[src/kys_pkg.sv]
// ---------------------------------------------------------------------------
// kys_pkg
// Shared types and constants of the Knuth-Yao Gaussian sampler.
// ---------------------------------------------------------------------------
package kys_pkg;

   localparam int VALUE_W = 6;
   localparam int INDEX_W = 10;
   localparam int COUNT_W = 11;
   localparam int ROW_W   = 5;
   localparam int DIST_W  = 8;
   localparam int BITS_W  = 32;
   localparam int CIDX_W  = 7;
   localparam int REQ_W   = 40;
   localparam int RSP_W   = 16;

   localparam logic OP_LOAD = 1'b0;
   localparam logic OP_BIT  = 1'b1;

   typedef struct packed {
      logic accept_load;
      logic accept_bit;
      logic start_walk;
      logic capture;
      logic scan_step;
      logic emit;
   } cmd_type;

   typedef struct packed {
      logic awaiting_sign;
      logic scan_hit;
      logic scan_last_row;
      logic col_last;
      logic out_free;
   } status_type;

endpackage

[src/kys_ram.sv]
// ---------------------------------------------------------------------------
// kys_ram
// Generic single-write, single-read RAM with registered read data.
// ---------------------------------------------------------------------------
module kys_ram #(
   parameter int WIDTH = 32,
   parameter int DEPTH = 128
) (
   input  logic                     clock,
   input  logic                     wr_en,
   input  logic [$clog2(DEPTH)-1:0] wr_addr,
   input  logic [WIDTH-1:0]         wr_data,
   input  logic                     rd_en,
   input  logic [$clog2(DEPTH)-1:0] rd_addr,
   output logic [WIDTH-1:0]         rd_data
);

   logic [WIDTH-1:0] mem_ff [DEPTH];
   logic [WIDTH-1:0] rd_data_ff;

   always_ff @(posedge clock) begin
      if (wr_en) begin
         mem_ff[wr_addr] <= wr_data;
      end
      if (rd_en) begin
         rd_data_ff <= mem_ff[rd_addr];
      end
   end

   assign rd_data = rd_data_ff;

endmodule

[src/kys_ctrl.sv]
// ---------------------------------------------------------------------------
// kys_ctrl
// Sequencer of the sampler: accepts words, runs column fetch, row scan and
// result hand-off.
// ---------------------------------------------------------------------------
module kys_ctrl
   import kys_pkg::*;
(
   input  logic       clock,
   input  logic       reset,
   input  logic       req_valid,
   input  logic       req_op,
   output logic       req_ready,
   input  status_type sts,
   output cmd_type    cmd
);

   localparam logic [1:0] S_IDLE  = 2'd0;
   localparam logic [1:0] S_FETCH = 2'd1;
   localparam logic [1:0] S_SCAN  = 2'd2;
   localparam logic [1:0] S_EMIT  = 2'd3;

   logic [1:0] state_ff;
   logic [1:0] state_in;
   logic       accept;

   assign req_ready = (state_ff == S_IDLE);
   assign accept    = req_ready && req_valid;

   always_comb begin
      cmd      = '0;
      state_in = state_ff;
      unique case (state_ff)
         S_IDLE: begin
            cmd.accept_load = accept && (req_op == OP_LOAD);
            cmd.accept_bit  = accept && (req_op == OP_BIT);
            if (cmd.accept_bit) begin
               if (sts.awaiting_sign) begin
                  state_in = S_EMIT;
               end else begin
                  cmd.start_walk = 1'b1;
                  state_in       = S_FETCH;
               end
            end
         end
         S_FETCH: begin
            cmd.capture = 1'b1;
            state_in    = S_SCAN;
         end
         S_SCAN: begin
            cmd.scan_step = 1'b1;
            priority if (sts.scan_hit) begin
               state_in = S_IDLE;
            end else if (sts.scan_last_row) begin
               state_in = sts.col_last ? S_EMIT : S_IDLE;
            end else begin
               state_in = S_SCAN;
            end
         end
         S_EMIT: begin
            cmd.emit = sts.out_free;
            if (sts.out_free) begin
               state_in = S_IDLE;
            end
         end
         default: begin
            state_in = S_IDLE;
         end
      endcase
   end

   always_ff @(posedge clock) begin
      if (reset) begin
         state_ff <= S_IDLE;
      end else begin
         state_ff <= state_in;
      end
   end

endmodule

[src/kys_datapath.sv]
// ---------------------------------------------------------------------------
// kys_datapath
// Probability table, walk registers, bit-serial row scan, sample counter
// and output register of the sampler.
// ---------------------------------------------------------------------------
module kys_datapath
   import kys_pkg::*;
#(
   parameter int ROWS        = 32,
   parameter int COLS        = 128,
   parameter int MAX_SAMPLES = 1024
) (
   input  logic               clock,
   input  logic               reset,
   input  cmd_type            cmd,
   output status_type         sts,
   input  logic [CIDX_W-1:0]  column_index,
   input  logic [BITS_W-1:0]  column_bits,
   input  logic               random_bit,
   input  logic               csr_wen,
   input  logic [COUNT_W-1:0] csr_wdata,
   input  logic               rsp_ready,
   output logic               rsp_valid,
   output logic [VALUE_W-1:0] sample_value,
   output logic [INDEX_W-1:0] sample_index,
   output logic               last_of_poly,
   output logic               status
);

   localparam int AW        = $clog2(COLS);
   localparam int SCAN_ROWS = (ROWS < BITS_W) ? ROWS : BITS_W;
   localparam int SW        = (MAX_SAMPLES > 1) ? $clog2(MAX_SAMPLES) : 1;
   localparam int EXT_W     = 17;
   localparam logic [ROW_W-1:0] TOP_ROW  = ROW_W'(SCAN_ROWS - 1);
   localparam logic [AW-1:0]    COL_LAST = AW'(COLS - 1);
   localparam logic [8:0]       COLS_EXT = 9'(COLS);
   localparam logic [EXT_W-1:0] MAX_EXT  = EXT_W'(MAX_SAMPLES);

   logic [DIST_W-1:0]  distance_ff;
   logic [AW-1:0]      column_ff;
   logic               awaiting_ff;
   logic [ROW_W-1:0]   hit_row_ff;
   logic [SW-1:0]      counter_ff;
   logic [COUNT_W-1:0] count_ff;
   logic [DIST_W:0]    t_ff;
   logic [ROW_W-1:0]   row_ff;
   logic [BITS_W-1:0]  bits_ff;
   logic               bit_ff;
   logic               out_valid_ff;
   logic [VALUE_W-1:0] out_value_ff;
   logic [INDEX_W-1:0] out_index_ff;
   logic               out_last_ff;
   logic               out_status_ff;

   logic [8:0]         idx_ext;
   logic               wr_en;
   logic [BITS_W-1:0]  rd_data;
   logic               row_bit;
   logic [DIST_W:0]    t_next;
   logic [DIST_W-1:0]  t_sat;
   logic [EXT_W-1:0]   count_eff;
   logic [EXT_W-1:0]   counter_ext;
   logic               is_last;
   logic [VALUE_W-1:0] signed_value;

   assign idx_ext = 9'(column_index);
   assign wr_en   = cmd.accept_load && (idx_ext < COLS_EXT);

   kys_ram #(
      .WIDTH(BITS_W),
      .DEPTH(COLS)
   ) u_table (
      .clock   (clock),
      .wr_en   (wr_en),
      .wr_addr (idx_ext[AW-1:0]),
      .wr_data (column_bits),
      .rd_en   (cmd.start_walk),
      .rd_addr (column_ff),
      .rd_data (rd_data)
   );

   assign row_bit = bits_ff[row_ff];
   assign t_next  = t_ff - (DIST_W+1)'(row_bit);
   assign t_sat   = t_next[DIST_W] ? {DIST_W{1'b1}} : t_next[DIST_W-1:0];

   always_comb begin
      priority if (count_ff == '0) begin
         count_eff = EXT_W'(1);
      end else if (EXT_W'(count_ff) > MAX_EXT) begin
         count_eff = MAX_EXT;
      end else begin
         count_eff = EXT_W'(count_ff);
      end
   end

   assign counter_ext  = EXT_W'(counter_ff);
   assign is_last      = (counter_ext + EXT_W'(1)) >= count_eff;
   assign signed_value = bit_ff ? VALUE_W'(hit_row_ff)
                                : VALUE_W'(-VALUE_W'(hit_row_ff));

   assign sts.awaiting_sign = awaiting_ff;
   assign sts.scan_hit      = row_bit && (t_ff == '0);
   assign sts.scan_last_row = (row_ff == '0);
   assign sts.col_last      = (column_ff == COL_LAST);
   assign sts.out_free      = !out_valid_ff || rsp_ready;

   // walk and counter state
   always_ff @(posedge clock) begin
      if (reset) begin
         distance_ff <= '0;
         column_ff   <= '0;
         awaiting_ff <= 1'b0;
         hit_row_ff  <= '0;
         counter_ff  <= '0;
         count_ff    <= COUNT_W'(256);
      end else begin
         if (csr_wen) begin
            count_ff <= csr_wdata;
         end
         if (cmd.scan_step) begin
            if (sts.scan_hit) begin
               hit_row_ff  <= row_ff;
               awaiting_ff <= 1'b1;
            end else if (sts.scan_last_row) begin
               if (sts.col_last) begin
                  distance_ff <= '0;
                  column_ff   <= '0;
               end else begin
                  distance_ff <= t_sat;
                  column_ff   <= column_ff + AW'(1);
               end
            end
         end
         if (cmd.emit && awaiting_ff) begin
            counter_ff  <= is_last ? '0 : counter_ff + SW'(1);
            awaiting_ff <= 1'b0;
            distance_ff <= '0;
            column_ff   <= '0;
            hit_row_ff  <= '0;
         end
      end
   end

   // scan working registers
   always_ff @(posedge clock) begin
      if (cmd.accept_bit) begin
         bit_ff <= random_bit;
      end
      if (cmd.start_walk) begin
         t_ff <= {distance_ff, ~random_bit};
      end
      if (cmd.capture) begin
         bits_ff <= rd_data;
         row_ff  <= TOP_ROW;
      end
      if (cmd.scan_step && !sts.scan_hit && !sts.scan_last_row) begin
         t_ff   <= t_next;
         row_ff <= row_ff - ROW_W'(1);
      end
   end

   // output register
   always_ff @(posedge clock) begin
      if (reset) begin
         out_valid_ff <= 1'b0;
      end else if (cmd.emit) begin
         out_valid_ff <= 1'b1;
      end else if (rsp_ready) begin
         out_valid_ff <= 1'b0;
      end
   end

   always_ff @(posedge clock) begin
      if (cmd.emit) begin
         out_index_ff <= counter_ext[INDEX_W-1:0];
         if (awaiting_ff) begin
            out_value_ff  <= signed_value;
            out_last_ff   <= is_last;
            out_status_ff <= 1'b0;
         end else begin
            out_value_ff  <= '0;
            out_last_ff   <= 1'b0;
            out_status_ff <= 1'b1;
         end
      end
   end

   assign rsp_valid    = out_valid_ff;
   assign sample_value = out_value_ff;
   assign sample_index = out_index_ff;
   assign last_of_poly = out_last_ff;
   assign status       = out_status_ff;

endmodule

[src/knuth_yao_gaussian_sampler.sv]
// ---------------------------------------------------------------------------
// knuth_yao_gaussian_sampler
// Knuth-Yao discrete Gaussian sampler fed by external random bits.
// ---------------------------------------------------------------------------
// Load words (tuser 0) write one column of the probability matrix; load the
// whole table before sending bit words. A walk bit (tuser 1) reads its
// column from the table RAM, captures it, then scans the rows from the top
// row down to the hit row or to row 0 (1 to min(ROWS, 32) rows); a walk that
// runs past the last column then hands off an overflow word. A sign bit
// yields the sample word. Results sit in an output register, so the next
// word is taken while a result waits; a second result waits in the block
// until the first is taken. sample_count is written through csr_wen /
// csr_wdata; the user must write it only while the block is idle, as the
// block itself does not enforce this.
module knuth_yao_gaussian_sampler
   import kys_pkg::*;
#(
   parameter int ROWS        = 32,
   parameter int COLS        = 128,
   parameter int MAX_SAMPLES = 1024
) (
   input  logic               clock,
   input  logic               reset,
   input  logic               req_tvalid,
   output logic               req_tready,
   // column_index [6:0], column_bits [38:7], random_bit [39]
   input  logic [REQ_W-1:0]   req_tdata,
   // op [0]
   input  logic               req_tuser,
   output logic               rsp_tvalid,
   input  logic               rsp_tready,
   // sample_value [5:0], sample_index [15:6]
   output logic [RSP_W-1:0]   rsp_tdata,
   // status [0]
   output logic               rsp_tuser,
   output logic               rsp_tlast,
   input  logic               csr_wen,
   input  logic [COUNT_W-1:0] csr_wdata
);

   cmd_type            cmd;
   status_type         sts;
   logic [VALUE_W-1:0] sample_value;
   logic [INDEX_W-1:0] sample_index;

   kys_ctrl u_ctrl (
      .clock     (clock),
      .reset     (reset),
      .req_valid (req_tvalid),
      .req_op    (req_tuser),
      .req_ready (req_tready),
      .sts       (sts),
      .cmd       (cmd)
   );

   kys_datapath #(
      .ROWS        (ROWS),
      .COLS        (COLS),
      .MAX_SAMPLES (MAX_SAMPLES)
   ) u_datapath (
      .clock        (clock),
      .reset        (reset),
      .cmd          (cmd),
      .sts          (sts),
      .column_index (req_tdata[6:0]),
      .column_bits  (req_tdata[38:7]),
      .random_bit   (req_tdata[39]),
      .csr_wen      (csr_wen),
      .csr_wdata    (csr_wdata),
      .rsp_ready    (rsp_tready),
      .rsp_valid    (rsp_tvalid),
      .sample_value (sample_value),
      .sample_index (sample_index),
      .last_of_poly (rsp_tlast),
      .status       (rsp_tuser)
   );

   assign rsp_tdata = {sample_index, sample_value};

`ifndef SYNTHESIS
   a_scan_not_pending: assert property (@(posedge clock) disable iff (reset)
      cmd.scan_step |-> !sts.awaiting_sign)
      else $error("row scan while a sign bit is pending");

   a_sign_from_hit: assert property (@(posedge clock) disable iff (reset)
      $rose(sts.awaiting_sign) |-> $past(cmd.scan_step))
      else $error("pending sign set without a row hit");

   a_emit_room: assert property (@(posedge clock) disable iff (reset)
      cmd.emit |-> sts.out_free)
      else $error("result loaded over an untaken word");

   a_overflow_not_last: assert property (@(posedge clock) disable iff (reset)
      (rsp_tvalid && rsp_tuser) |-> !rsp_tlast)
      else $error("overflow word flagged as last");
`endif

endmodule
[config.mk]
export PLATFORM = sky130hd
export DESIGN_NAME = knuth_yao_gaussian_sampler
export DESIGN_NICKNAME = d
export VERILOG_FILES = /design/src/kys_pkg.sv /design/src/kys_ram.sv /design/src/kys_ctrl.sv /design/src/kys_datapath.sv /design/src/knuth_yao_gaussian_sampler.sv
export SDC_FILE = /design/constraint.sdc
export NUM_CORES = 2
export LEC_CHECK = 0
export ABC_CLOCK_PERIOD_IN_PS = 8300
export BUFFER_PORTS_ARGS = -buffer_cell sky130_fd_sc_hd__buf_2
export CAP_MARGIN = 20
export CORE_MARGIN = 2
export CORE_UTILIZATION = 50
export DETAILED_ROUTE_END_ITERATION = 16
export GPL_ROUTABILITY_DRIVEN = 0
export PLACE_DENSITY = 0.65
export SLEW_MARGIN = 20
export SYNTH_ARGS = -nofsm -noshare
export SYNTH_HDL_FRONTEND = slang
export SYNTH_HIERARCHICAL = 1
export SYNTH_SLANG_ARGS = --single-unit
export TNS_END_PERCENT = 1
[constraint.sdc]
create_clock -name clock -period 8.3 [get_ports clock]
set_clock_uncertainty 0.05 [all_clocks]
set_input_delay 0.83 -clock clock [delete_from_list [all_inputs] [get_ports clock]]
set_output_delay 0.83 -clock clock [all_outputs]
set_load 0.01 [all_outputs]
======== After elaboration in Yosys (flattened, before gate mapping) ========
Memory sizes are Yosys's and may differ from the RTL's. A register that Yosys moved wholly into a read port is not among the register bits.
Cells that the tools add are included.
storage, ports and cells
  bits in registers ....................... 110
  RAM bits ................................ 4,096
  input bits .............................. 57
  logic and storage cells ................. 92
  memories kept ........................... 1
cells by class
  add/subtract/negate cells ............... 6
  order comparisons ....................... 4
  equal/unequal tests ..................... 6
  multiplexer cells ....................... 30
  bitwise gates (word level) .............. 4
  reduce and logical (&&, ||, !) cells .... 24
memories
  name                       depth  bits a word  read ports  clocked after memory_dff  wr ports  RTL line       RTL
  u_datapath.u_table.mem_ff  128    32           1           1                         1         kys_ram.sv:18  logic [WIDTH-1:0] mem_ff [DEPTH];
operators with widths
  kind                     count
  $mux W9                  2
  $ge A17 B17 Y1           1
  $mux W17                 1
  $mux W8                  2
  $mux W5                  3
  $mux W2                  6
  $add A10 B1 Y11 const B  1
  $gt A11 B11 Y1 const B   1
  $logic_not A11 Y1        1
  $mux W11                 1
  $add A10 B1 Y10 const B  1
  $mux W1                  10
  $mux W10                 1
  $logic_not A9 Y1         1
  $sub A9 B1 Y9            1
  $logic_and A1 B1 Y1      8
  $lt A7 B8 Y1 const B     1
  $pmux W2 S4              1
  $add A7 B1 Y7 const B    1
  $eq A7 B7 Y1 const B     1
  $mux W7                  1
  $lt A5 B6 Y1 const B     1
  $neg A5 Y6               1
  $reduce_bool A2 Y1       3
  15 further kinds         23

======== Depth between registers and ports, before layout ========
  word-level depth ........................ 8
  mapped depth ............................ 14
  mapped depth without buffers ............ 13

======== Hierarchy ========
The synthesis kept the hierarchy.
modules (own cells, without submodules)
  module        times used  cells each  area each (um^2)  seq. area each (um^2)
  kys_ram       1           5,990       156,596.4         123,958.9
  kys_datapath  1           420         4,907.2           2,812.7
  kys_ctrl      1           20          147.6             40.0

======== Least setup slack after synthesis ========
No wires, ideal clock.
  kind .................................... in2reg
  start ................................... in req_tuser
  end ..................................... mem u_datapath.u_table.mem_ff[98][0], enable pin
  data arrival time ....................... 3.864 ns
  data required time ...................... 7.789 ns
  path slack .............................. 3.925 ns
  cell stages on the path ................. 4
  buffers on the path ..................... 1
  cells stage by stage .................... nor4b_1 > clkbuf_1 > nand4_1 > nor3_1
on the way
  longest elaborated chain between the ends .. 6
ends and longest elaborated chain
  element                        RTL line                          RTL
  from (decl)                    knuth_yao_gaussian_sampler.sv:29  input logic req_tuser,
  $not A1 Y1                     kys_ctrl.sv:35                    cmd.accept_load = accept && (req_op == OP_LOAD);
  $logic_and A1 B1 Y1            kys_ctrl.sv:35
  $mux W3                        kys_ctrl.sv:33                    unique case (state_ff)
  $logic_and A1 B1 Y1            kys_datapath.sv:67                assign wr_en = cmd.accept_load && (idx_ext < COLS_EXT);
  $mux W1                        kys_ram.sv:22                     if (wr_en) begin
  $mux W1 (not written as such)  kys_ram.sv:23                     mem_ff[wr_addr] <= wr_data;
  to (decl)                      kys_ram.sv:18
No other way between the ends.

==> flow_metrics.env <==
export IMPL_grt_start_max_net_pins=140
export IMPL_ys_types=54
export IMPL_outcome="finished, final reports clean"
export IMPL_async_flop_share_pct=0
export IMPL_cts_buffer_depth=4
export IMPL_slew_viol_final=0
export IMPL_antenna_found_initial=52
export IMPL_io_buffers=76
export IMPL_syn_area_per_cell_sq_um=25.1
export IMPL_p_total_w=0.0428
export IMPL_holdCritPathClass="primary input to flop"
export IMPL_syn_cell_area_sq_mm=0.162
export IMPL_maxCapViolations=0
export IMPL_grt_pass1_vias=74600
export IMPL_drc=0
export IMPL_arrival_ps=5200
export IMPL_cts_setup_buffers=0
export IMPL_tightest_slew_ps=1180
export IMPL_synth_top_cell_area_share_pct=77.9
export IMPL_initial_core_util_pct=50.3
export IMPL_worst_setup_path_end_kind="flop"
export IMPL_die_w_microns=573
export IMPL_synth_edf_count=4193
export IMPL_cts_tree="built"
export IMPL_cp_start_kind="flop"
export IMPL_rsz0062_at_grt="false"
export IMPL_power_density_mw_per_mm2=234
export IMPL_setup_viol=0
export IMPL_yosys_warnings=6
export IMPL_via_count=74900
export IMPL_fmax_mhz=219
export IMPL_initialDrtViolationCount=11600
export IMPL_layout_drive_gt1_share_pct=33.7
export IMPL_hpwl_mm=224
export IMPL_setup_tns_final_ps=0
export IMPL_slew_headroom_pct=21.4
export IMPL_leakage_nw=54.0
export IMPL_h_tree_depth=5
export IMPL_syn_nets=6505
export IMPL_criticalPathCategory="flop to flop"
export IMPL_hold_violations=0
export IMPL_holdPathStages=3
export IMPL_antenna_left=0
export IMPL_layout_commonest_cell="edfxtp_1"
export IMPL_cts_clk_slew_worst_paths_ps=60
export IMPL_dr_pass1_iters=6
export IMPL_area_growth_pct=13.0
export IMPL_reg2reg_depth=7
export IMPL_layout_nets=6888
export IMPL_clk_latency_ps=1000
export IMPL_grt_pass1_wl_mm=581
export IMPL_gr_total_overflow=0
export IMPL_layout_common_cells="edfxtp_1 (4193), mux4_2 (1344), clkbuf_16 (422), buf_4 (224), nor2_4 (120)"
export IMPL_dieArea_sq_mm=0.328
export IMPL_worst_ir_drop_vdd_uv=183
export IMPL_min_period_ps=4560
export IMPL_cts_root_buf="clkbuf_16"
export IMPL_cts_buffers_inserted=418
export IMPL_io_pins=77
export IMPL_seq_area_frac_synth_pct=78.4
export IMPL_synthFlopType="edfxtp_1"
export IMPL_grtUsageTotal_pct=25.6
export IMPL_rows=208
export IMPL_required_ps=8940
export IMPL_routed_via_density=6.51
export IMPL_yosys_register_bits=4238
export IMPL_routed_wl_mm=419
export IMPL_core_area_sq_mm=0.321
export IMPL_synthCells=6430
export IMPL_synth_largest_area_cell="edfxtp_1"
export IMPL_ys_top_cells_by_area="edfxtp_1 (78%), mux4_2 (19%), dfxtp_1 (0.56%), clkbuf_1 (0.44%), nor2_1 (0.38%)"
export IMPL_fp_dieH_microns=573
export IMPL_cts_sinks=4238
export IMPL_wire_per_inst_microns=36.4
export IMPL_finalCritPeriodShare_pct=54.9
export IMPL_cts_resized=0
export IMPL_cp_max_fo=77
## routing by layer
metal  share of wire, %  track usage, %  vias up  wire, microns
met4                2.9            6.96       26          12000
li1                   -               -    28800              -
met1                 39            37.6    41100         164000
met2                 47            39.3     4289         195000
met5              0.038               0        -            159
met3                 11            5.73      610          47100
## synth_stat cells, drive strengths merged, types with 7 or more instances
library cell	number
nand3	33
o21ai	23
mux2	40
nor2	163
ha	18
and3	7
nor3	14
nand2b	8
xnor2	12
clkbuf	188
a22o	7
edfxtp	4193
inv	15
a21oi	13
mux2i	33
buf	143
dfxtp	45
nand2	50
xor2	8
mux4	1344
nor2b	13
## worst max-delay path: stages (launching register included)
cell and delay [ps]:
dfxtp_4 800, buf_12 350, buf_12 340, buf_12 480
mux4_2 600, mux4_2 550, mux4_2 550, mux2_2 280
## timing repair
action	in CTS	in global routing
hold buffers	2	0
setup endpoints to repair	0	0
hold endpoints to repair	2	0
## through the flow
step	std cells	setup WS, ps	hold slack (ps)	area (sq um)	utilization (%)
3_5_place_dp	10700	3670	358	169000	52.6
2_1_floorplan	6430	3920	350	162000	-
4_1_cts	11500	3630	4.27	183000	56.8
5_1_grt	11500	3460	62.4	183000	56.8
6_report	11500	3740	64.8	183000	56.8
3_3_place_gp	10700	3680	356	169000	52.6
## state kept, by name, indices dropped and copies added (netlist names), 6 cells and up
signal / flops
u_datapath/bits_ff: 32
u_datapath/count_ff: 11
u_datapath/distance_ff: 8
u_datapath/t_ff: 9
u_datapath/column_ff: 7
u_datapath/counter_ff: 10
u_datapath/u_table/rd_data: 32
u_datapath/u_table/mem_ff: 4096
u_datapath/sample_index: 10
u_datapath/sample_value: 6
## cells by family (layout without fill, tap and decap cells)
group           Yosys count  in the layout  synth area share, %
compound gates           64             64                0.255
xor+xnor                 20             20                0.108
fa+ha+maj                18             18                0.139
buf+inv                 348           1081                0.906
flops                  4238           4238                 78.4
mux                    1417           1417                 19.2
other cells               0             30                    0
simple gates            325            325                0.936
## power breakdown
part | switching [W] | internal, W | total, W
clock | 0.00806 | 0.0106 | 0.0187
sequential | 0.0000201 | 0.0236 | 0.0236
combinational | 0.000476 | 0.0000579 | 0.000534
## final cells by class
cell class / count / area, sq um
clock buffers: 512 / 10900
fillers: 22600 / 139000
clock inverters: 258 / 2660
inverters: 17 / 63.8
diodes: 30 / 75.1
multi-input cells: 1844 / 34400
well taps: 4305 / 5390
repair buffers: 294 / 2380
flip-flops and latches: 4238 / 127000
## path summary, 6_finish.rpt
kind | start | to | slack [ps]
min reg2reg | u_datapath/u_table/rd_data[10] | u_datapath/bits_ff[10] | 340
max reg2reg | u_datapath/column_ff[0] | u_datapath/u_table/rd_data[22] | 3740
min | csr_wdata[9] | u_datapath/count_ff[9] | 60
max | u_datapath/column_ff[0] | u_datapath/u_table/rd_data[22] | 3740
Power figures use the tool's default switching activity.
